File: src/rtl/rgbk_pkg.sv
// ----------------------------------------------------------------------------
// rgbk_pkg
// Shared types, constants and register codes of the 3x3 RGB convolution core.
// ----------------------------------------------------------------------------
package rgbk_pkg;

    // Geometry and arithmetic sizes
    localparam int KERNEL_SIZE = 3;
    localparam int TAPS        = KERNEL_SIZE * KERNEL_SIZE;
    localparam int MAX_WIDTH   = 1024;
    localparam int ADDR_W      = $clog2(MAX_WIDTH);
    localparam int COEF_BITS   = 16;
    localparam int COEF_SLOT   = 16;
    localparam int PIX_W       = 8;
    localparam int PROD_W      = COEF_BITS + PIX_W + 1;
    localparam int SUM_W       = 28;
    localparam int MAG_W       = SUM_W - 1;
    localparam int DIV_W       = 16;
    localparam int DIV_CNT_W   = $clog2(MAG_W);
    localparam int MAC_CNT_W   = $clog2(TAPS + 1);
    localparam int COL_W       = 10;
    localparam int ROW_W       = 12;
    localparam int WIDTH_W     = 11;
    localparam int HEIGHT_W    = 13;
    localparam int CFG_W       = 48;
    localparam int CFG_IDX_W   = 3;

    localparam logic [WIDTH_W-1:0]  MIN_DIM_W  = WIDTH_W'(3);
    localparam logic [WIDTH_W-1:0]  MAX_DIM_W  = WIDTH_W'(MAX_WIDTH);
    localparam logic [HEIGHT_W-1:0] MIN_DIM_H  = HEIGHT_W'(3);
    localparam logic [HEIGHT_W-1:0] MAX_DIM_H  = HEIGHT_W'(4096);
    localparam logic [PIX_W-1:0]    PIX_MAX    = PIX_W'(255);

    // Register indexes
    localparam logic [CFG_IDX_W-1:0] REG_COEF_TOP    = 3'd0;
    localparam logic [CFG_IDX_W-1:0] REG_COEF_MIDDLE = 3'd1;
    localparam logic [CFG_IDX_W-1:0] REG_COEF_BOTTOM = 3'd2;
    localparam logic [CFG_IDX_W-1:0] REG_DIVISOR     = 3'd3;
    localparam logic [CFG_IDX_W-1:0] REG_WIDTH       = 3'd4;
    localparam logic [CFG_IDX_W-1:0] REG_HEIGHT      = 3'd5;

    typedef struct packed {
        logic [PIX_W-1:0] blue_in;
        logic [PIX_W-1:0] green_in;
        logic [PIX_W-1:0] red_in;
    } pix_in_t;

    typedef struct packed {
        logic [PIX_W-1:0] red_out;
        logic [PIX_W-1:0] green_out;
        logic [PIX_W-1:0] blue_out;
        logic [ROW_W-1:0] centre_row;
        logic [COL_W-1:0] centre_column;
        logic             frame_done;
    } pix_out_t;

    // Partial sums of the three planes passed along the cell chain
    typedef struct packed {
        logic signed [SUM_W-1:0] red;
        logic signed [SUM_W-1:0] green;
        logic signed [SUM_W-1:0] blue;
    } sums_t;

    typedef enum logic [2:0] {
        ST_IDLE,
        ST_LOAD,
        ST_MAC,
        ST_DIV,
        ST_OUT
    } state_t;

endpackage

File: src/rtl/rgbk_div.sv
// ----------------------------------------------------------------------------
// rgbk_div
// Radix-2 restoring divider for one plane: divides the weighted sum by the
// divisor toward zero, one quotient bit per cycle, then clamps to 0..255.
// ----------------------------------------------------------------------------
module rgbk_div (
    input  logic                                  aclk,
    input  logic                                  aresetn,
    input  logic                                  start,
    input  logic signed [rgbk_pkg::SUM_W-1:0]     dividend,
    input  logic [rgbk_pkg::DIV_W-1:0]            divisor,
    output logic                                  done,
    output logic [rgbk_pkg::PIX_W-1:0]            result
);

    logic                             busy_reg, busy_next;
    logic                             done_reg, done_next;
    logic [rgbk_pkg::DIV_CNT_W-1:0]   cnt_reg, cnt_next;
    logic                             neg_reg, neg_next;
    logic [rgbk_pkg::DIV_W:0]         rem_reg, rem_next;
    logic [rgbk_pkg::MAG_W-1:0]       quo_reg, quo_next;
    logic [rgbk_pkg::DIV_W-1:0]       div_eff;
    logic [rgbk_pkg::DIV_W:0]         rem_shift;
    logic [rgbk_pkg::SUM_W-1:0]       mag;

    // Zero divisor acts as one
    assign div_eff = (divisor == '0) ? rgbk_pkg::DIV_W'(1) : divisor;

    always_comb begin
        busy_next = busy_reg;
        done_next = 1'b0;
        cnt_next  = cnt_reg;
        neg_next  = neg_reg;
        rem_next  = rem_reg;
        quo_next  = quo_reg;
        mag       = dividend[rgbk_pkg::SUM_W-1] ? -dividend : dividend;
        rem_shift = {rem_reg[rgbk_pkg::DIV_W-1:0], quo_reg[rgbk_pkg::MAG_W-1]};
        if (start) begin
            // Load the magnitude, remember the sign
            busy_next = 1'b1;
            cnt_next  = '0;
            neg_next  = dividend[rgbk_pkg::SUM_W-1];
            rem_next  = '0;
            quo_next  = mag[rgbk_pkg::MAG_W-1:0];
        end else if (busy_reg) begin
            // Shift in one dividend bit, subtract when it fits
            if (rem_shift >= {1'b0, div_eff}) begin
                rem_next = rem_shift - {1'b0, div_eff};
                quo_next = {quo_reg[rgbk_pkg::MAG_W-2:0], 1'b1};
            end else begin
                rem_next = rem_shift;
                quo_next = {quo_reg[rgbk_pkg::MAG_W-2:0], 1'b0};
            end
            cnt_next = cnt_reg + 1'b1;
            if (cnt_reg == rgbk_pkg::DIV_CNT_W'(rgbk_pkg::MAG_W - 1)) begin
                busy_next = 1'b0;
                done_next = 1'b1;
            end
        end
    end

    always_ff @(posedge aclk) begin
        if (!aresetn) begin
            busy_reg <= 1'b0;
            done_reg <= 1'b0;
            cnt_reg  <= '0;
        end else begin
            busy_reg <= busy_next;
            done_reg <= done_next;
            cnt_reg  <= cnt_next;
        end
    end

    always_ff @(posedge aclk) begin
        neg_reg <= neg_next;
        rem_reg <= rem_next;
        quo_reg <= quo_next;
    end

    // Clamp: negative quotients go to zero, large ones saturate
    always_comb begin
        if (neg_reg) begin
            result = '0;
        end else if (|quo_reg[rgbk_pkg::MAG_W-1:rgbk_pkg::PIX_W]) begin
            result = rgbk_pkg::PIX_MAX;
        end else begin
            result = quo_reg[rgbk_pkg::PIX_W-1:0];
        end
    end

    assign done = done_reg;

endmodule

File: config.mk
export PLATFORM = sky130hd
export DESIGN_NAME = rgbk_div
export DESIGN_NICKNAME = d
export VERILOG_FILES = /design/src/rtl/rgbk_pkg.sv /design/src/rtl/rgbk_div.sv
export SDC_FILE = /design/constraint.sdc
export NUM_CORES = 1
export LEC_CHECK = 0
export BUFFER_PORTS_ARGS = -buffer_cell sky130_fd_sc_hd__buf_4
export CAP_MARGIN = 30
export CORE_MARGIN = 4
export CORE_UTILIZATION = 52
export DETAILED_ROUTE_END_ITERATION = 6
export HOLD_SLACK_MARGIN = 0.08
export PLACE_DENSITY = 0.82
export SLEW_MARGIN = 25
export SYNTH_ARGS = -nofsm -noshare
export SYNTH_HDL_FRONTEND = slang
export SYNTH_SLANG_ARGS = --single-unit
File: constraint.sdc
create_clock -name aclk -period 2.6 [get_ports aclk]
set_clock_uncertainty 0.2 [all_clocks]
set_input_delay 0.26 -clock aclk [delete_from_list [all_inputs] [get_ports aclk]]
set_output_delay 0.26 -clock aclk [all_outputs]
set_load 0.005 [all_outputs]
==> results.json <==
{
  "status": "complete, no violations",
  "drt_iter0_drc": 258,
  "setup_slack_ps": 33.56,
  "yosys.area.top_type": "edfxtp_1",
  "crit_type": "input port to register",
  "period_minus_slack_ps": 2566,
  "gp_congestion": 0.9330,
  "fill_cells": 586,
  "synth_cells": 445,
  "antenna_found_initial": 0,
  "startpoint_type": "input port",
  "grt_util_all_layers_pct": 22.27,
  "maxCapViolations": 0,
  "finalSetupTns_ps": 0,
  "layout.area.seq_um2": 1303,
  "initial_core_util_pct": 53.12,
  "seq_area_frac_synth_pct": 33.95,
  "regToRegSetupSlack_ps": 110,
  "total_power_mw": 2.036,
  "synthArstFlopShare_pct": 0,
  "arrival_ps": 2610,
  "die_w_um": 93.85,
  "ant_nets": 0,
  "worst_pin_slew_ps": 532.8,
  "grt_max_degree": 53,
  "placed_area_um2": 4543,
  "io_pins": 56,
  "dpl.hpwl_mm": 7.441,
  "worstHoldEndpoint": "quo_reg[0]",
  "synthMostInstantiatedCell": "nor2_1",
  "slew_viol_final": 0,
  "yosys-top-cells-count": "nor2_1, a21oi_1, inv_1, o21ai_0",
  "synthDistinctLibCells": 57,
  "syn-num-nets": 512,
  "place_ws_ps": -353.5,
  "leakage_nw": 1.990,
  "die_h_um": 93.85,
  "relSlewSlack_pct": 64.10,
  "cp-end-kind": "register",
  "multi_input_area_um2": 2401,
  "finalHoldViolations": 0,
  "clk_latency_ps": 300,
  "core-area_um2": 7214,
  "cts_made_buffers": 5,
  "r2r_cells": 8,
  "wl_per_cell_um": 15.77,
  "rsz0062_at_grt": "true",
  "grt_pass1_vias": 3486,
  "wirelength_mm": 9.919,
  "hold_path_class": "input port to register",
  "synth_edf_count": 28,
  "fmax_mhz": 389.6,
  "htreeDepth": 2,
  "hp-start": "dividend[0]",
  "final_core_util_pct": 66.68,
  "cts_tree": "done",
  "clk_pin_slew_ps": 90,
  "largest_reg_flops": 27,
  "yosys_warnings": 0,
  "grt_pass1_wl_mm": 16.11,
  "antennaDiodeCount": 0,
  "avgViaCountPerCell": 5.908,
  "synth-seq-cells": 51,
  "ir_worst_vdd_mv": 0.2369,
  "fp-row-count": 31,
  "io_buffers": 55,
  "synth_top_area_share_pct": 21.94,
  "netlist_area_um2": 3832,
  "holdPathStages": 3,
  "area_growth_pct": 25.53,
  "cp_max_fo": 6,
  "via_count": 3716,
  "dieArea_um2": 8808,
  "r2r-start": "rem_reg[8]",
  "dr.pass1.iters": 5,
  "setup_viol": 0,
  "final_nets": 596,
  "yosys-top-cells-area": "edfxtp_1, dfxtp_1, xor2_1, ha_1, a21oi_1",
  "synth_flop_cell": "edfxtp_1",
  "final_area_um2": 4811,
  "finalCritPeriodShare_pct": 98.71,
  "r2r_end": "rem_reg[1]",
  "grt.overflow.total": 0,
  "powerDensity_nw_per_um2": 423.3,
  "crit_required_ps": 2650,
  "clockRootBuffer": "clkbuf_8",
  "cts_max_path_buffers": 2,
  "drc_errors": 0,
  "drive_gt1_share_pct": 27.92,
  "syn_area_per_cell_um2": 8.612,
  "clock_sinks": 51
}
[critical path, cell delays in order]
cell,delay [ps]
buf_4,120
nor4_2,310
a41o_1,240
ha_2,210
nor2b_2,60
o211ai_1,240
a31oi_2,170
o31a_1,420
or4_1,480
nand3_1,90
[placed cells by master (no fill, tap or decap), drive strengths merged, types with 6 or more instances in the layout]
master / Yosys / layout
or3: 7 / 7
buf: 6 / 100
mux2: 9 / 9
a311oi: 8 / 8
o21ai: 30 / 30
dfxtp: 23 / 23
ha: 19 / 19
a21o: 8 / 8
xor2: 28 / 28
xnor2: 11 / 11
nand4: 10 / 10
nor2: 46 / 46
o41ai: 6 / 6
edfxtp: 28 / 28
nor4: 10 / 10
nor3: 10 / 10
nand3: 10 / 10
a21oi: 38 / 38
inv: 34 / 35
nand2: 22 / 22
[area by class of cell]
cell class,instances,share of cell area [%]
clock inverter,3,0.3901
timing repair buffer,101,15.97
tap,99,2.575
multi-input combinational,336,49.91
sequential,51,27.07
inverter,34,2.653
clock buffer,5,1.430
[worst max-delay path by stage]
| stage | to | cells past startpoint | from |
|---|---|---|---|
| 3_3_place_gp | rem_reg[9] | 10 | divisor[8] |
| 4_1_cts | rem_reg[4] | 11 | divisor[12] |
| 5_1_grt | rem_reg[9] | 10 | divisor[8] |
| 3_5_place_dp | rem_reg[4] | 12 | divisor[12] |
| 6_report | rem_reg[9] | 10 | divisor[4] |
| 2_1_floorplan | quo_reg[0] | 10 | divisor[8] |
[logic make-up (layout without fill, tap and decap cells)]
family	count (synthesis)	count (layout)	share of synthesized area (%)
xor+xnor	39	39	8.913
compound gates	129	129	22.59
mux	10	10	2.906
simple gates	138	138	18.28
fa+ha+maj	20	20	6.726
flops	51	51	33.95
buf+inv	58	143	6.627
[through the flow]
stage | hold WS [ps] | cells
floorplan | 158.9 | 445
global placement | 288.9 | 615
detailed placement | 302.7 | 615
CTS | 115.7 | 624
global route | 145.1 | 629
finish | 140.5 | 629
[power breakdown]
group	internal, mW	switching, mW
registers	0.935	0.0510
logic	0.284	0.308
clock network	0.189	0.270
[routing by layer]
metal	wire length [um]	up-vias	track usage, %	share of wire, %
met4	76	0	5.054	0.77
met3	709	8	3.365	7.1
met1	4312	1745	29.71	43
met5	0	-	0	0
li1	-	1809	-	-
met2	4821	154	37.97	49
[what timing repair did]
item / 4_1_cts / 5_1_grt
hold endpoints to repair: 1 / 0
setup endpoints to repair: 0 / 25
setup buffers: 0 / 5
gates resized for setup: 0 / 27
hold buffers: 1 / 0
(Power assumes the default switching activity.)
