File: src/rtl/rgbk_pkg.sv
// ----------------------------------------------------------------------------
// rgbk_pkg
// Shared types, constants and register codes of the 3x3 RGB convolution core.
// ----------------------------------------------------------------------------
package rgbk_pkg;

    // Geometry and arithmetic sizes
    localparam int KERNEL_SIZE = 3;
    localparam int TAPS        = KERNEL_SIZE * KERNEL_SIZE;
    localparam int MAX_WIDTH   = 1024;
    localparam int ADDR_W      = $clog2(MAX_WIDTH);
    localparam int COEF_BITS   = 16;
    localparam int COEF_SLOT   = 16;
    localparam int PIX_W       = 8;
    localparam int PROD_W      = COEF_BITS + PIX_W + 1;
    localparam int SUM_W       = 28;
    localparam int MAG_W       = SUM_W - 1;
    localparam int DIV_W       = 16;
    localparam int DIV_CNT_W   = $clog2(MAG_W);
    localparam int MAC_CNT_W   = $clog2(TAPS + 1);
    localparam int COL_W       = 10;
    localparam int ROW_W       = 12;
    localparam int WIDTH_W     = 11;
    localparam int HEIGHT_W    = 13;
    localparam int CFG_W       = 48;
    localparam int CFG_IDX_W   = 3;

    localparam logic [WIDTH_W-1:0]  MIN_DIM_W  = WIDTH_W'(3);
    localparam logic [WIDTH_W-1:0]  MAX_DIM_W  = WIDTH_W'(MAX_WIDTH);
    localparam logic [HEIGHT_W-1:0] MIN_DIM_H  = HEIGHT_W'(3);
    localparam logic [HEIGHT_W-1:0] MAX_DIM_H  = HEIGHT_W'(4096);
    localparam logic [PIX_W-1:0]    PIX_MAX    = PIX_W'(255);

    // Register indexes
    localparam logic [CFG_IDX_W-1:0] REG_COEF_TOP    = 3'd0;
    localparam logic [CFG_IDX_W-1:0] REG_COEF_MIDDLE = 3'd1;
    localparam logic [CFG_IDX_W-1:0] REG_COEF_BOTTOM = 3'd2;
    localparam logic [CFG_IDX_W-1:0] REG_DIVISOR     = 3'd3;
    localparam logic [CFG_IDX_W-1:0] REG_WIDTH       = 3'd4;
    localparam logic [CFG_IDX_W-1:0] REG_HEIGHT      = 3'd5;

    typedef struct packed {
        logic [PIX_W-1:0] blue_in;
        logic [PIX_W-1:0] green_in;
        logic [PIX_W-1:0] red_in;
    } pix_in_t;

    typedef struct packed {
        logic [PIX_W-1:0] red_out;
        logic [PIX_W-1:0] green_out;
        logic [PIX_W-1:0] blue_out;
        logic [ROW_W-1:0] centre_row;
        logic [COL_W-1:0] centre_column;
        logic             frame_done;
    } pix_out_t;

    // Partial sums of the three planes passed along the cell chain
    typedef struct packed {
        logic signed [SUM_W-1:0] red;
        logic signed [SUM_W-1:0] green;
        logic signed [SUM_W-1:0] blue;
    } sums_t;

    typedef enum logic [2:0] {
        ST_IDLE,
        ST_LOAD,
        ST_MAC,
        ST_DIV,
        ST_OUT
    } state_t;

endpackage

File: src/rtl/rgbk_cell.sv
// ----------------------------------------------------------------------------
// rgbk_cell
// One window tap: holds an RGB sample, hands it to its left neighbor on a
// shift, and adds its weighted sample to the partial sums of the chain.
// ----------------------------------------------------------------------------
module rgbk_cell (
    input  logic                                aclk,
    input  logic                                aresetn,
    input  logic                                shift_en,
    input  logic [3*rgbk_pkg::PIX_W-1:0]        pix_in,
    output logic [3*rgbk_pkg::PIX_W-1:0]        pix_out,
    input  logic [rgbk_pkg::COEF_BITS-1:0]      coef,
    input  rgbk_pkg::sums_t                     sum_in,
    output rgbk_pkg::sums_t                     sum_out
);

    logic [3*rgbk_pkg::PIX_W-1:0]     pix_reg;
    rgbk_pkg::sums_t                  sum_reg;
    rgbk_pkg::sums_t                  sum_next;
    logic signed [rgbk_pkg::PROD_W-1:0] prod_r;
    logic signed [rgbk_pkg::PROD_W-1:0] prod_g;
    logic signed [rgbk_pkg::PROD_W-1:0] prod_b;

    // Hold the tap sample, load from the right neighbor on a shift
    always_ff @(posedge aclk) begin
        if (!aresetn) begin
            pix_reg <= '0;
        end else if (shift_en) begin
            pix_reg <= pix_in;
        end
    end

    // Weight each plane and extend the running sums
    always_comb begin
        prod_r = $signed(coef) * $signed({1'b0, pix_reg[rgbk_pkg::PIX_W-1:0]});
        prod_g = $signed(coef) * $signed({1'b0, pix_reg[2*rgbk_pkg::PIX_W-1:rgbk_pkg::PIX_W]});
        prod_b = $signed(coef) *
                 $signed({1'b0, pix_reg[3*rgbk_pkg::PIX_W-1:2*rgbk_pkg::PIX_W]});
        sum_next.red   = sum_in.red +
            {{(rgbk_pkg::SUM_W-rgbk_pkg::PROD_W){prod_r[rgbk_pkg::PROD_W-1]}}, prod_r};
        sum_next.green = sum_in.green +
            {{(rgbk_pkg::SUM_W-rgbk_pkg::PROD_W){prod_g[rgbk_pkg::PROD_W-1]}}, prod_g};
        sum_next.blue  = sum_in.blue +
            {{(rgbk_pkg::SUM_W-rgbk_pkg::PROD_W){prod_b[rgbk_pkg::PROD_W-1]}}, prod_b};
    end

    // Register the partial sums toward the next cell
    always_ff @(posedge aclk) begin
        sum_reg <= sum_next;
    end

    assign pix_out = pix_reg;
    assign sum_out = sum_reg;

endmodule

File: config.mk
export PLATFORM = sky130hd
export DESIGN_NAME = rgbk_cell
export DESIGN_NICKNAME = d
export VERILOG_FILES = /design/src/rtl/rgbk_pkg.sv /design/src/rtl/rgbk_cell.sv
export SDC_FILE = /design/constraint.sdc
export NUM_CORES = 1
export LEC_CHECK = 0
export ABC_AREA = 1
export BUFFER_PORTS_ARGS = -buffer_cell sky130_fd_sc_hd__buf_2
export CORE_ASPECT_RATIO = 1.2
export CORE_MARGIN = 2
export CORE_UTILIZATION = 45
export DETAILED_ROUTE_END_ITERATION = 8
export PLACE_DENSITY = 0.7
export SLEW_MARGIN = 30
export SYNTH_ARGS = -nofsm -noshare
export SYNTH_HDL_FRONTEND = slang
export SYNTH_SLANG_ARGS = --single-unit
File: constraint.sdc
create_clock -name aclk -period 6.1 [get_ports aclk]
set_input_delay 0.915 -clock aclk [delete_from_list [all_inputs] [get_ports aclk]]
set_output_delay 0.915 -clock aclk [all_outputs]
set_load 0.005 [all_outputs]
==> run metrics, run 1 <==
status finished, final reports clean; clock share of power 0.057; Synth area leader fa_1; Max Slew Vio Count 0; Seq pwr share 0.097; cell count after placement 4308; mapped cell area 22340 sq um; WL per Instance 13.93 um; PortBufs 234; row count 89; share of layout cells above drive strength 1 0.2052; CP max stage delay 0.60 ns; Final Hold Viols 0; core box area 49110 sq um; Seq/Total Area, Yosys 0.09679; Vias 20950; CTS buffer count 9; cts hold-fix bufs 0; Final Net Count 4359; Startpoint Class primary input; clock buffer depth 2; final setup fails 0; detailed placer's ending HPWL 52.18 mm; Area Growth Syn to Fin 22.98%; Die Y 248.1 um; delay-heaviest family, CP adder cells; Slew @ Worst Pin 0.7026 ns; # DRC 0; GRT Overall Usage 0.2413; Critical Path RT 6.41 ns; largest family of logic cells by synthesized area adder cells; Setup crit end kind register; most used cell along the critical path fa_1; initial core utilization 0.4549; clock-pin slew on the worst setup and hold paths 0.09 ns; Buf+Inv Stages, Crit Path 8; DR vias/cell 4.835; number of global-route vias before repair 21410; Post-synth EDFFs 0; first-pass GRT wire length 100.6 mm; compound-gate portion of the synthesized area 0.07847; Yosys top cell area share 0.2769; Yosys cell types 40; clk root buf clkbuf_16; post-route ant nets 0; routability cong. 1.002; fin crit share 0.9596; Power Density 435.2 nW/um^2; clk_skew 0.01276 ns; die width 207.4 um; Post-Synth Adder-Cell Area 0.4080; post-synthesis xor/xnor area fraction 0.04666; syn nets 3825; Syn Area/Cell 7.080 sq um; max_slew headroom 0.5309; kind of critical path primary input to register; switching share of power 0.5004; largest cells by area after synthesis fa_1 28%, inv_1 13%, ha_1 13%; maximum vdd drop 0.4201 mV; Die ar. 51450 sq um; TritonCTS clock tree built; HP Class register to register; Yosys Warn Count 0; Final min period 5.854 ns; sw power 5.982 mW; worst path cell trace buf_2 -> buf_12 -> nand2_1 -> fa_1 -> inv_1 -> fa_1 -> inv_1 -> fa_1 -> fa_1 -> inv_1 -> ha_1 -> buf_4 -> nand3_1 -> nand2_1 -> a21oi_2 -> buf_4 -> xnor2_1 -> ha_1 -> a21o_1 -> a21oi_1 -> nand3_1 -> buf_4 -> xor2_1; commonest non-fill, non-tap cells in the layout 798 x inv_1, 775 x nand2_1, 370 x buf_4; mux cell area share after synthesis 0; final setup TNS 0 ns; Worst-Skew Late Latency 0.41 ns; DRT Wirelength 60.38 mm; Clock Sinks 108; leading cell type in the layout, fill and taps excluded inv_1; pin count of the biggest net entering global routing 26; Simple-Gate Fraction of Synth Area 0.2210; 1st-pass router iterations 5; Leak Pwr 16.73 nW; grt total ovfl 0; Synth Instances 3155; Internal Power 5.974 mW; MaxCap Viol Count 0; power share of the combinational group 0.846; Initial DRC Count 1048; crit path DAT 6.16 ns; Slowest-stage cell, CP fa_1; FMAX 0.1708 GHz; count of non-filler cells in the finished layout 4333; io pins 235; CP max FO 16; H-tree depth 3; ys flop type dfxtp_1; initial antenna violation count 5; ys async rst share 0; Yosys reg bits 108
==> metrics by stage <==
stage / util / total power [mW] / setup WS [ns] / hold slack [ns] / cell area [sq um]
2_1_floorplan: - / 7.121 / 0.2276 / 0.6877 / 22340
3_3_place_gp: 0.5465 / 10.87 / -0.2442 / 0.4869 / 26840
3_5_place_dp: 0.5465 / 10.95 / -0.2697 / 0.5014 / 26840
4_1_cts: 0.5528 / 11.71 / 0.1481 / 0.5262 / 27150
5_1_grt: 0.5593 / 13.22 / -0.02397 / 0.5811 / 27470
6_report: 0.5594 / 11.96 / 0.2462 / 0.5299 / 27470
==> path summary, 6_finish.rpt <==
| path | startpoint | end | slack (ns) | cells after the start |
|---|---|---|---|---|
| min reg2reg | pix_out[0] | pix_out[0] | 0.53 | 2 |
| max | coef[7] | sum_out[11] | 0.25 | 23 |
| max reg2reg | pix_out[5] | sum_out[81] | 0.36 | 25 |
| min | pix_out[0] | pix_out[0] | 0.53 | 2 |
==> routing by layer <==
layer  wire length [um]  track usage  vias up
met5                 54            0        -
met4               1681      0.08697        8
met3               2805      0.02837      110
met2              30610       0.4434      477
met1              25230       0.2910     9858
li1                   -            -    10500
==> cell usage after synthesis, types with 6 or more instances <==
master	count
inv_1	799
fa_1	309
nand2_2	20
nand2_1	779
nor4_1	6
a21oi_1	137
a21oi_2	6
o21ai_2	9
dfxtp_1	108
clkbuf_1	83
xor2_1	79
o21bai_1	10
nor3_1	18
nand3_2	12
nor2_2	6
a31oi_1	14
ha_1	234
a21o_1	21
nand3b_1	6
xnor2_1	40
nand3_1	95
nand4_1	28
nor2_1	208
o21ai_0	88
==> state kept, by name, summed over array words and instances, names as in the netlist <==
| signal | flops |
|---|---|
| sum_out | 84 |
| pix_out | 24 |
==> power by group through the flow <==
stage	Combinational [mW]	Sequential [mW]	Clock, mW
global placement	9.69	1.18	0
finish	10.1	1.16	0.677
CTS	9.85	1.17	0.696
global route	11.3	1.19	0.711
floorplan	5.92	1.20	0
detailed placement	9.77	1.18	0
==> area by class of cell <==
cell class                 instances  area (sq um)
multi-input combinational       2160         17080
antenna                            2         5.005
clock inverter                     6         82.58
fill                            4685         21640
sequential                       108          2173
clock buffer                      10         229.0
inverter                         800          3003
tap                              637         797.0
timing repair buffer             610          4103
==> cells by family after synthesis <==
family                   after synthesis
XOR/XNOR                             119
flip-flops                           108
adder cells (fa/ha/maj)              543
AO/OA/AOI/OAI                        307
AND/OR/NAND/NOR                     1191
buffers and inverters                887
==> worst reg2reg max path, cell delays in order (launching register included) <==
cell and delay [ns]:
dfxtp_1 0.74, nand2_1 0.14, fa_1 0.48, fa_1 0.55, inv_1 0.05, fa_1 0.47
inv_1 0.05, fa_1 0.47, inv_1 0.04, ha_2 0.37, nand2_1 0.10, nor2_2 0.19
a21oi_2 0.10, o21ai_2 0.21, buf_4 0.15, nand3_1 0.08, nand3_1 0.08, nand2_1 0.06
ha_1 0.32, nand2_1 0.10, nor2_1 0.15, inv_1 0.09, nor3_1 0.26, o21ai_1 0.19
nand4_1 0.13, nand2_1 0.07
==> repair_timing <==
| action | CTS | global route |
|---|---|---|
| endpoints found under the setup margin | 0 | 38 |
| resized for setup | 0 | 83 |
| buffers inserted | 0 | 7 |
Note: power is estimated with default switching activity, not from simulation.
==> run 2, diff against run 1 <==
--- a/config.mk
+++ b/config.mk
@@ -11,7 +11,7 @@
 export CORE_MARGIN = 2
 export CORE_UTILIZATION = 45
 export DETAILED_ROUTE_END_ITERATION = 8
-export PLACE_DENSITY = 0.7
+export PLACE_DENSITY = 0.73
 export SLEW_MARGIN = 30
 export SYNTH_ARGS = -nofsm -noshare
 export SYNTH_HDL_FRONTEND = slang
==> run 2 against run 1 <==
- cell area is 0.69% higher
- sequential power hardly changed
- hold slack better by 0.063 ns
- combinational power hardly changed
- first-iteration DRC count is 9.9% higher
- flip-flop and latch count stayed put
==> run metrics, run 2 (synthesis results as in run 1) <==
Die ar. 51450 sq um (unchanged); routability cong. 0.9835 (-1.8%); MaxCap Viol Count 0 (unchanged); leading cell type in the layout, fill and taps excluded inv_1; kind of critical path primary input to register; Initial DRC Count 1152 (+9.9%); H-tree depth 3 (unchanged); DR vias/cell 4.912 (+1.6%); Slew @ Worst Pin 0.7726 ns (+0.07000 ns); 1st-pass router iterations 7 (+2); count of non-filler cells in the finished layout 4347 (+0.32%); diode count 0 (-2); Clock Sinks 108 (unchanged); crit path DAT 6.14 ns (-0.02 ns); clk_skew 0.01493 ns (+0.002171 ns); Final Cell Area 27660 sq um (+0.69%); status finished, final reports clean; # DRC 0 (unchanged); TritonCTS clock tree built; commonest non-fill, non-tap cells in the layout 799 x inv_1, 771 x nand2_1, 380 x buf_4; post-route ant nets 0 (unchanged); die width 207.4 um (unchanged); core box area 49110 sq um (unchanged); Final Net Count 4375 (+0.37%); Slowest-stage cell, CP fa_1; final setup fails 0 (unchanged); max_slew headroom 0.4842 (-0.04673); maximum vdd drop 0.3999 mV (-4.8%); Area Growth Syn to Fin 23.83%; RSZ-0062 raised after global routing yes; fin crit share 0.9565 (-0.003111); Max Slew Vio Count 0 (unchanged); cell count after placement 4318 (+0.23%); FMAX 0.1714 GHz (+0.33%); HP Class register to register; Worst-Skew Late Latency 0.40 ns (about the same); Leak Pwr 16.85 nW (+0.67%); initial antenna violation count 5 (unchanged); clock-pin slew on the worst setup and hold paths 0.08 ns (about the same); dpl ws -0.3447 ns (-0.07503 ns); number of global-route vias before repair 21580 (+0.78%); CP max FO 12 (-4); Placed Area 26910 sq um (+0.28%); worst r2r path cells 23 (-8.0%); Power Density 437.1 nW/um^2 (+0.43%); initial core utilization 0.4549 (unchanged); Final Hold Viols 0 (unchanged); Setup WS post-layout 0.2652 ns (+0.01898 ns); grt total ovfl 0 (unchanged); io pins 235 (unchanged); share of layout cells above drive strength 1 0.2094 (+0.004236); max reg flops 84 (unchanged); Hold Path Depth 2 (unchanged); FILL cells 4598 (-1.9%); most used cell along the critical path inv_1; clk root buf clkbuf_16; Critical Path RT 6.40 ns (about the same); first-pass GRT wire length 100.0 mm (-0.58%); detailed placer's ending HPWL 52.72 mm (+1.0%); Vias 21350 (+1.9%); CP max stage delay 0.49 ns (-0.11 ns); CTS buffer count 9 (unchanged); DRT Wirelength 60.26 mm (-0.20%); WL per Instance 13.86 um (-0.52%); GRT Overall Usage 0.2390 (-0.002270); clock buffer depth 2 (unchanged); PortBufs 234 (unchanged); row count 89 (unchanged); Setup crit end kind register; Startpoint Class primary input; pin count of the biggest net entering global routing 26 (unchanged); Die Y 248.1 um (unchanged); Final min period 5.835 ns (-0.01898 ns)
## run 2: power by group
part	leakage, nW	internal [mW]	total [mW]	switching [mW]
registers	0.910	1.07	1.17	0.102
logic	15.8	4.67	10.2	5.57
clock network	0.156	0.364	0.680	0.316
total	16.8	6.10	12.1	5.99
## run 2: layout make-up
cell class	instances	area [sq um]	area share
Multi-Input combinational cell	2160	17130	0.6192
Timing Repair Buffer	626	4239	0.1533
Inverter	800	3003	0.1086
Sequential cell	108	2167	0.07835
Tap cell	637	797.0	0.02881
Clock buffer	10	229.0	0.008278
Clock inverter	6	97.59	0.003528
## run 2: worst paths after layout
kind               startpoint     endpoint  slack (ns)
hold / removal    pix_out[18]  pix_out[18]        0.59
hold reg to reg   pix_out[18]  pix_out[18]        0.59
setup / recovery      coef[2]  sum_out[19]        0.27
setup reg to reg   pix_out[5]  sum_out[77]        0.36
## run 2: routing by layer
metal	track usage	part of all wire
met5	0	0.00086
met4	0.09874	0.035
met3	0.03366	0.056
met2	0.4319	0.50
met1	0.2859	0.41
## run 2: worst max-delay path, delay by kind of cell
kind	cells	cell delay [ns]
AO/OA/AOI/OAI	4	0.87
XOR/XNOR	2	0.41
adder cells (fa/ha/maj)	7	2.34
buffers and inverters	8	1.03
AND/OR/NAND/NOR	4	0.58
## run 2: per-stage QoR
stage	setup TNS, ns	utilization	hold WS (ns)	power [mW]
final	0	0.5633	0.5932	12.09
after global routing	-0.1434	0.5633	0.6993	13.34
after CTS	0	0.5546	0.5889	11.73
after detailed placement	-4.908	0.5480	0.5730	10.98
after global placement	-3.636	0.5480	0.5828	10.87
after floorplan	0	-	0.6877	7.121
## run 2: what timing repair did
item	in CTS	in global routing
gates resized for setup	0	94
endpoints found under the setup margin	0	25
setup buffers	0	13
hold buffers	0	0
==> run 3, diff against run 2 <==
--- a/config.mk
+++ b/config.mk
@@ -5,13 +5,12 @@
 export SDC_FILE = /design/constraint.sdc
 export NUM_CORES = 1
 export LEC_CHECK = 0
-export ABC_AREA = 1
 export BUFFER_PORTS_ARGS = -buffer_cell sky130_fd_sc_hd__buf_2
 export CORE_ASPECT_RATIO = 1.2
 export CORE_MARGIN = 2
 export CORE_UTILIZATION = 45
 export DETAILED_ROUTE_END_ITERATION = 8
-export PLACE_DENSITY = 0.73
+export PLACE_DENSITY = 0.74
 export SLEW_MARGIN = 30
 export SYNTH_ARGS = -nofsm -noshare
 export SYNTH_HDL_FRONTEND = slang
==> run 3 against run 2 <==
- the flow now finishes with violations (negative setup slack)
- largest power group unchanged
- critical path depth fell by 1
- first-iteration DRC count fell by 50%
- highest routed layer unchanged
- utilization rose by 4.9 points
- sequential share of layout area rose by 0.071 points
==> run metrics, run 3 <==
DRT Wirelength 54.71 mm (-9.2%); TritonCTS clock tree built; most used cell along the critical path fa_1; CTS buffer count 9 (unchanged); CP max stage delay 0.56 ns (+0.07 ns); clock buffer depth 2 (unchanged); Syn Area/Cell 8.679 sq um (+23%); Final Hold Viols 0 (unchanged); multi-input logic area 17410 sq um (+1.7%); Final Cell Area 27430 sq um (-0.85%); mapped cell area 20320 sq um (-9.0%); launch point of the worst reg-to-reg path pix_out[1]; CP max FO 8 (-4); final setup TNS -2.425 ns (-2.425 ns); post-route ant nets 0 (unchanged); Synth Instances 2341 (-26%); Slowest-stage cell, CP fa_1; Area Growth Syn to Fin 34.99%; Leak Pwr 14.51 nW (-14%); Final Net Count 3635 (-17%); Synth area leader fa_1; FILL cells 3690 (-20%); Simple-Gate Fraction of Synth Area 0.1600 (-0.06098); syn nets 3011 (-21%); worst r2r path cells 25 (+8.7%); maximum vdd drop 0.2997 mV (-25%); Post-synth EDFFs 0 (unchanged); routability cong. 0.9361 (-4.8%); status complete, but fails checks; HP Class register to register; RR Endpoint sum_out[83]; PortBufs 234 (unchanged); worst path cell trace buf_12 -> and2_4 -> fa_1 -> fa_1 -> fa_1 -> inv_1 -> fa_1 -> inv_2 -> ha_4 -> a21o_1 -> a21oi_4 -> or4b_4 -> a21oi_4 -> o31ai_4 -> or4_4 -> and2_4 -> xor2_2 -> ha_1 -> a211oi_2 -> nand2_1 -> a21o_1 -> a41oi_2 -> o21ai_1 -> xor3_1; Slew @ Worst Pin 0.9114 ns (+0.1388 ns); post-synthesis xor/xnor area fraction 0.06146 (+0.01480); Vias 18090 (-15%); ys async rst share 0 (unchanged); count of non-filler cells in the finished layout 3580 (-18%); detailed placer's ending HPWL 44.70 mm (-15%); Post-synth top cells 474 x inv_1, 309 x fa_1, 234 x ha_1, 226 x and2_1, 211 x nand2_1; initial core utilization 0.4538 (-0.001100); Setup WS post-layout -0.2921 ns (-0.5573 ns); first-pass GRT wire length 89.18 mm (-11%); Power Density 318.1 nW/um^2 (-27%); kind of critical path primary input to register; cts hold-fix bufs 0 (unchanged); Setup crit end kind register; leading cell type in the layout, fill and taps excluded inv_1; clk root buf clkbuf_16; Initial DRC Count 575 (-50%); largest cells by area after synthesis fa_1 30%, ha_1 14%, dfxtp_1 11%; compound-gate portion of the synthesized area 0.1116 (+0.03312); Startpoint Class primary input; CP startpoint coef[8]; H-tree depth 3 (unchanged); crit path DAT 6.68 ns (+0.54 ns); Final min period 6.392 ns (+0.5573 ns); Yosys top cell area share 0.3045 (+0.02754); largest family of logic cells by synthesized area adder cells; fin crit share 1.048 (+0.09136); Critical Path RT 6.39 ns (about the same); Yosys reg bits 108 (unchanged); clock-pin slew on the worst setup and hold paths 0.09 ns (about the same); Clock Sinks 108 (unchanged); reg-to-reg setup timing slack -0.23 ns (-0.59 ns); io pins 235 (unchanged); MaxCap Viol Count 0 (unchanged); GRT Overall Usage 0.2356 (-0.003439); FF/Latch Area 2168 sq um (about the same); Die ar. 46870 sq um (-8.9%); Max Slew Vio Count 0 (unchanged); mux cell area share after synthesis 0.01182 (+0.01182); pin count of the biggest net entering global routing 25 (-3.8%); commonest non-fill, non-tap cells in the layout 449 x inv_1, 398 x buf_4, 294 x fa_1; max_slew headroom 0.3924 (-0.09183); Post-Synth Adder-Cell Area 0.4486 (+0.04058); cell count after placement 3499 (-19%); initial antenna violation count 2 (-3); ys flop type dfxtp_1; Worst Setup EP sum_out[83]; WL per Instance 15.28 um (+10%); 1st-pass router iterations 5 (-2); core box area 44770 sq um (-8.8%); Seq/Total Area, Yosys 0.1064 (+0.009627); FMAX 0.1564 GHz (-8.7%); RSZ-0062 raised after global routing yes; share of layout cells above drive strength 1 0.3226 (+0.1131); final hold slack 0.6288 ns (+0.03562 ns); die width 198.0 um (-4.5%); row count 85 (-4.5%); Die Y 236.8 um (-4.6%); Worst-Skew Late Latency 0.42 ns (+0.02 ns); clk_skew 0.03106 ns (+0.01613 ns); final setup fails 18 (+18); number of global-route vias before repair 19370 (-10%); # DRC 0 (unchanged); grt total ovfl 0 (unchanged); failing checks negative setup slack; Yosys cell types 72 (+80%); Yosys Warn Count 0 (unchanged); DR vias/cell 5.054 (+2.9%); Placed Area 25270 sq um (-6.1%); top-count cell post-synth inv_1; max reg flops 84 (unchanged)
[run 3: changes by cell type after synthesis, moves of 39 or more]
cell,before,now
xnor2_1,40,117
nand2_1,779,211
nor2_1,208,87
xor2_1,79,21
o21ai_0,88,49
inv_1,799,474
nand3_1,95,23
and2_1,3,226
[run 3: metrics by stage]
stage | power, mW | setup WS, ns | utilization
after CTS | 8.190 | -0.2558 | 0.5909
final | 8.725 | -0.2921 | 0.6125
after global routing | 9.498 | -0.5262 | 0.6125
after detailed placement | 7.141 | -0.9443 | 0.5644
after floorplan | 4.819 | -0.5165 | -
after global placement | 6.956 | -0.7987 | 0.5644
[run 3: where the power goes]
group	leakage [nW]	total, mW	internal (mW)	switching, mW
registers	0.908	1.10	1.03	0.0776
clock network	0.155	0.673	0.301	0.372
logic	13.4	6.95	3.60	3.35
total	14.5	8.73	4.93	3.80
[run 3: cell families (layout without fill, tap and decap cells)]
| family | after synthesis | after routing |
|---|---|---|
| AO/OA/AOI/OAI | 340 | 340 |
| XOR/XNOR | 140 | 140 |
| adder cells (fa/ha/maj) | 543 | 543 |
| buffers and inverters | 542 | 1171 |
| flip-flops | 108 | 108 |
| multiplexers | 24 | 24 |
| other | 0 | 1 |
| AND/OR/NAND/NOR | 644 | 644 |
[run 3: worst min path at each step]
| stage | start | end | slack, ns | depth (start not counted) |
|---|---|---|---|---|
| after floorplan | pix_out[23] | pix_out[23] | 0.57 | 2 |
| after global placement | pix_out[23] | pix_out[23] | 0.61 | 2 |
| after detailed placement | pix_out[23] | pix_out[23] | 0.61 | 2 |
| after CTS | pix_out[23] | pix_out[23] | 0.63 | 2 |
| after global routing | pix_out[23] | pix_out[23] | 0.65 | 2 |
| final | pix_out[23] | pix_out[23] | 0.63 | 2 |
[run 3: final cells by class]
| cell class | count | share of cell area |
|---|---|---|
| inverter | 474 | 0.06496 |
| sequential | 108 | 0.07906 |
| multi-input combinational | 1691 | 0.6349 |
| clock inverter | 7 | 0.003330 |
| tap | 609 | 0.02778 |
| timing repair buffer | 681 | 0.1817 |
| clock buffer | 9 | 0.008212 |
| antenna | 1 | 0.00009124 |
[run 3: timing repair]
action | CTS | global route
endpoints found under the setup margin | 31 | 34
pin swaps | 132 | 175
setup buffers | 34 | 35
gates resized for setup | 146 | 183
gates cloned | 1 | 1
[run 3: metal layers]
metal	up-vias	wire length, um	track usage	part of all wire
met5	-	13	0	0.00024
met3	132	2062	0.03105	0.038
met4	2	1785	0.08521	0.033
li1	8571	-	-	-
met1	9010	21500	0.2711	0.39
met2	377	29350	0.4415	0.54
[run 3: worst max-delay path: cells and delay by family]
kind                       cells  cell delay (ns)
adders and majority gates      6             2.54
xor gates and xnor gates       2             0.32
and+or+nand+nor                5             1.34
buffers and inverters          3             0.22
AOI/OAI and AO/OA              8             1.32
